$ cat src/hdl/ckg_pkg.sv
// Shared constants, types and functions of the ChaCha keystream generator.
package ckg_pkg;
	localparam int ROUNDS = 20;
	localparam int DOUBLE_ROUNDS = (ROUNDS + 1) / 2;
	localparam int DR_W = $clog2(DOUBLE_ROUNDS + 1);
	localparam int KEY_WORDS = 8;
	localparam int CFG_IDX_W = 3;
	localparam logic OP_GENERATE = 1'b0;
	localparam logic OP_SET_COUNTER = 1'b1;
	localparam logic [31:0] SIGMA0 = 32'h61707865;
	localparam logic [31:0] SIGMA1 = 32'h3320646E;
	localparam logic [31:0] SIGMA2 = 32'h79622D32;
	localparam logic [31:0] SIGMA3 = 32'h6B206574;

	typedef logic [31:0] word_t;
	typedef word_t [15:0] block_t;

	// Classified command handed from front to back.
	typedef struct packed {
		logic op;
		logic [127:0] ctr;
	} cmd_t;

	function automatic word_t rotl(input word_t v, input int n);
		rotl = (v << n) | (v >> (32 - n));
	endfunction

	// One quarter round on four words, returned as {a,b,c,d}.
	function automatic logic [127:0] qr(input word_t a0, input word_t b0,
		input word_t c0, input word_t d0);
		word_t a, b, c, d;
		a = a0 + b0; d = rotl(d0 ^ a, 16);
		c = c0 + d;  b = rotl(b0 ^ c, 12);
		a = a + b;   d = rotl(d ^ a, 8);
		c = c + d;   b = rotl(b ^ c, 7);
		qr = {a, b, c, d};
	endfunction
endpackage

$ cat src/hdl/ckg_front.sv
// Front end: takes input commands into a two-entry command queue.
module ckg_front (
	input  logic clk,
	input  logic arst_n,
	input  logic in_valid,
	output logic in_stall,
	input  ckg_pkg::cmd_t in_cmd,
	output logic cmd_valid,
	input  logic cmd_take,
	output ckg_pkg::cmd_t cmd
);
	ckg_pkg::cmd_t mem_q [2];
	logic wp_q, rp_q;
	logic [1:0] cnt_q;
	logic push, pop;

	assign in_stall = (cnt_q == 2'd2);
	assign push = in_valid && !in_stall;
	assign cmd_valid = (cnt_q != 2'd0);
	assign pop = cmd_valid && cmd_take;
	assign cmd = mem_q[rp_q];

	// Queue storage
	always_ff @(posedge clk) begin
		if (push) mem_q[wp_q] <= in_cmd;
	end

	// Pointers and fill count
	always_ff @(posedge clk or negedge arst_n) begin
		if (!arst_n) begin
			wp_q <= 1'b0;
			rp_q <= 1'b0;
			cnt_q <= 2'd0;
		end else begin
			if (push) wp_q <= !wp_q;
			if (pop) rp_q <= !rp_q;
			cnt_q <= cnt_q + {1'b0, push} - {1'b0, pop};
		end
	end
endmodule

$ cat config.mk
export PLATFORM = sky130hd
export DESIGN_NAME = ckg_front
export DESIGN_NICKNAME = d
export VERILOG_FILES = /design/src/hdl/ckg_pkg.sv /design/src/hdl/ckg_front.sv
export SDC_FILE = /design/constraint.sdc
export NUM_CORES = 1
export LEC_CHECK = 0
export ABC_AREA = 1
export BUFFER_PORTS_ARGS = -buffer_cell sky130_fd_sc_hd__buf_2
export CAP_MARGIN = 0
export CORE_ASPECT_RATIO = 1.75
export CORE_MARGIN = 3
export CORE_UTILIZATION = 39
export CTS_BUF_LIST = sky130_fd_sc_hd__clkbuf_16
export CTS_CLUSTER_SIZE = 40
export DETAILED_ROUTE_END_ITERATION = 8
export GPL_TIMING_DRIVEN = 0
export SYNTH_ARGS = -nofsm -noshare
export SYNTH_HDL_FRONTEND = slang
export SYNTH_SLANG_ARGS = --single-unit
$ cat constraint.sdc
create_clock -name clk -period 9 [get_ports clk]
set_input_delay 0.45 -clock clk [delete_from_list [all_inputs] [get_ports clk]]
set_output_delay 0.45 -clock clk [all_outputs]
set_load 0.02 [all_outputs]
==> flow_metrics.py <==
metrics = {
    "clock_tree": {
        "numClockSinks": 262,
        "cts_tree": "yes",
        "root_buffer": "clkbuf_16",
        "cts.path.max_buffers": 3,
        "cts.htree.levels": 1,
        "worstSkewPairLatency_ns": 0.52,
        "cts_buffers": 24,
        "cts.clk_slew.worst_paths_ns": 0.06,
        "postCtsResizedCells": 0,
    },
    "global_routing": {
        "grt_pass1_wl_mm": 33.6,
        "antenna_found_initial": 4,
        "grt_max_degree": 70,
        "grt_overflow_total": 0,
        "grt_use_total": 0.161,
        "grt_pass1_vias": 6187,
    },
    "die": {
        "die_w_um": 125,
        "start_util": 0.400,
        "num_rows": 75,
        "io-pin-count": 264,
        "die-height_um": 214,
        "core_um2": 24100,
        "dieArea_um2": 26700,
    },
    "placed_design": {
        "dpl-instance-area_um2": 11500,
        "gp_congestion": 0.786,
        "placed_cells": 1283,
        "port_buffers": 263,
        "dp_hpwl_mm": 15.5,
    },
    "synth": {
        "synth_cell_types": 12,
        "yosysTopAreaCell": "edfxtp_1",
        "synth_fp_nets": 842,
        "yosysWarnings": 0,
        "yosysSeqAreaShare": 0.814,
        "synth_area_um2": 9650,
        "ys_ff_latch": 262,
        "synth_cells": 707,
        "synth.top_cell.area_share": 0.803,
        "yosys-top-cells-area": "edfxtp_1 80%, nand2_1 16%, buf_6 1.3%",
        "avgSynthCellArea_um2": 13.6,
    },
    "detailed_routing": {
        "routedWlPerCell_um": 16.6,
        "via_per_inst": 4.56,
        "drc": 0,
        "routed_wl_mm": 22.1,
        "dr.pass1.iters": 5,
        "drt-initial-drc-count": 303,
        "num_vias": 6069,
        "ant_nets": 0,
    },
    "sta": {
        "drv_slew": 0,
        "fmax_mhz": 425,
        "relSlewSlack": 0.378,
        "rsz0062_at_grt": "false",
        "clock_skew_ns": 0.00720,
        "finalCritPeriodShare": 0.261,
        "finalHoldViolations": 0,
        "fin_crit_ns": 2.35,
        "setup_viol": 0,
        "worst_pin_slew_ns": 0.931,
    },
    "setup_path": {
        "worstSetupStartpointType": "flop",
        "slowest_stage": "dfrtp_1",
        "arrival_ns": 1.90,
        "worstPathCellList": "buf_2 -> buf_4 -> buf_2 -> nand2_1 -> nand2_1 -> buf_2",
        "r2r_setup_slack_ns": 6.75,
        "worst-path-buf-inv": 4,
        "cp_common_cell": "buf_2",
        "crit_fanout": 10,
        "critical_path_class": "reg2out",
        "cp_top_family": "buffers and inverters",
        "required_ns": 8.55,
        "critical-path-max-stage-delay_ns": 0.32,
        "critPathCaptureType": "output pin",
    },
    "power": {
        "power_density_nw_per_um2": 353,
        "vdd_ir_drop_max_mv": 0.307,
        "leakagePower_nw": 5.34,
        "power_w": 0.00433,
    },
    "finish": {
        "fin_cells": 1332,
        "postLayoutCoreUtil": 0.509,
        "final_nets": 1137,
        "layout-area-overhead-vs-synth_pct": 27.3,
        "fin_area_um2": 12300,
        "drive_above_1_share": 0.328,
    },
    "job": {
        "drv_cap": 0,
    },
    "hold_path": {
        "hp-class": "in2reg",
    },
    "run_status": {
        "outcome": "complete, no violations",
    },
}
cell usage in the layout, fill, tap and decap left out:
master,instances
nand2_1,400
nor2_4,1
inv_2,1
dlygate4sd3_1,1
clkinv_2,6
buf_6,11
clkinvlp_4,2
buf_12,4
buf_4,1
bufinv_16,3
nand3_1,3
clkbuf_16,25
edfxtp_1,258
clkinv_1,5
clkbuf_1,1
diode_2,4
buf_16,1
ha_1,2
buf_2,279
dfrtp_1,4
inv_1,11
inv_6,1
cells by family (layout without fill, tap and decap cells):
group,Yosys count,count (layout),synth area share
buf+inv,39,352,0.0262
fa+ha+maj,2,2,0.00259
simple gates,404,404,0.158
other cells,0,4,0
flops,262,262,0.814
cells in the mapped netlist:
| cell type | instances |
|---|---|
| nand2_1 | 400 |
| edfxtp_1 | 258 |
| buf_2 | 16 |
| buf_6 | 11 |
| inv_1 | 9 |
| dfrtp_1 | 4 |
| nand3_1 | 3 |
| ha_1 | 2 |
| buf_4 | 1 |
| clkbuf_1 | 1 |
| inv_2 | 1 |
| nor2_1 | 1 |
state kept, by name, summed over array words and instances, names as in the netlist:
name,flops
cnt_q,2
mem_q,258
rp_q,1
wp_q,1
layer usage:
| metal | share of wire | vias up | global-route usage | wire [µm] |
|---|---|---|---|---|
| li1 | - | 2980 | - | - |
| met1 | 0.34 | 2860 | 0.160 | 7410 |
| met2 | 0.56 | 183 | 0.311 | 12400 |
| met3 | 0.054 | 46 | 0.0294 | 1180 |
| met4 | 0.048 | 0 | 0.0854 | 1050 |
| met5 | 0 | - | 0 | 0 |
power by group:
part	switching, W	internal (W)	total (W)	leakage (nW)
combinational	0.00114	0.000469	0.00160	2.50
sequential	0.0000550	0.00166	0.00172	2.45
clock	0.000420	0.000589	0.00101	0.398
layout make-up:
cell class / instances / area, µm²
fillers: 2116 / 11800
well taps: 308 / 385
flip-flops and latches: 262 / 7850
clock buffers: 25 / 626
diodes: 4 / 10.0
inverters: 10 / 42.5
clock inverters: 19 / 165
repair buffers: 269 / 1430
plain buffers: 29 / 215
multi-input cells: 406 / 1550
metrics by stage:
stage | hold WS, ns | worst slack, ns | TNS (ns)
CTS | 0.0857 | 6.55 | 0
detailed placement | 0.266 | 6.69 | 0
global route | 0.0913 | 6.46 | 0
global placement | 0.263 | -1.08 | -138.26
floorplan | 0.154 | 2.46 | 0
finish | 0.117 | 6.65 | 0
timing repair:
action	4_1_cts	5_1_grt
hold buffers	1	0
endpoints found under the hold margin	4	0
setup buffers	0	0
worst paths after layout:
| path | start | end | depth (start not counted) |
|---|---|---|---|
| worst max-delay path | rp_q$_DFFE_PN0P_ | cmd[119] | 6 |
| worst min-delay path | in_cmd[72] | mem_q[0][72]$_DFFE_PP_ | 1 |
| worst max register to register | cnt_q[1]$_DFF_PN0_ | mem_q[1][28]$_DFFE_PP_ | 5 |
| worst min register to register | wp_q$_DFFE_PN0N_ | wp_q$_DFFE_PN0N_ | 2 |
| max in group asynchronous | arst_n | cnt_q[1]$_DFF_PN0_ | 2 |
| min in group asynchronous | arst_n | wp_q$_DFFE_PN0N_ | 2 |
Note: power is estimated with default switching activity, not from simulation.
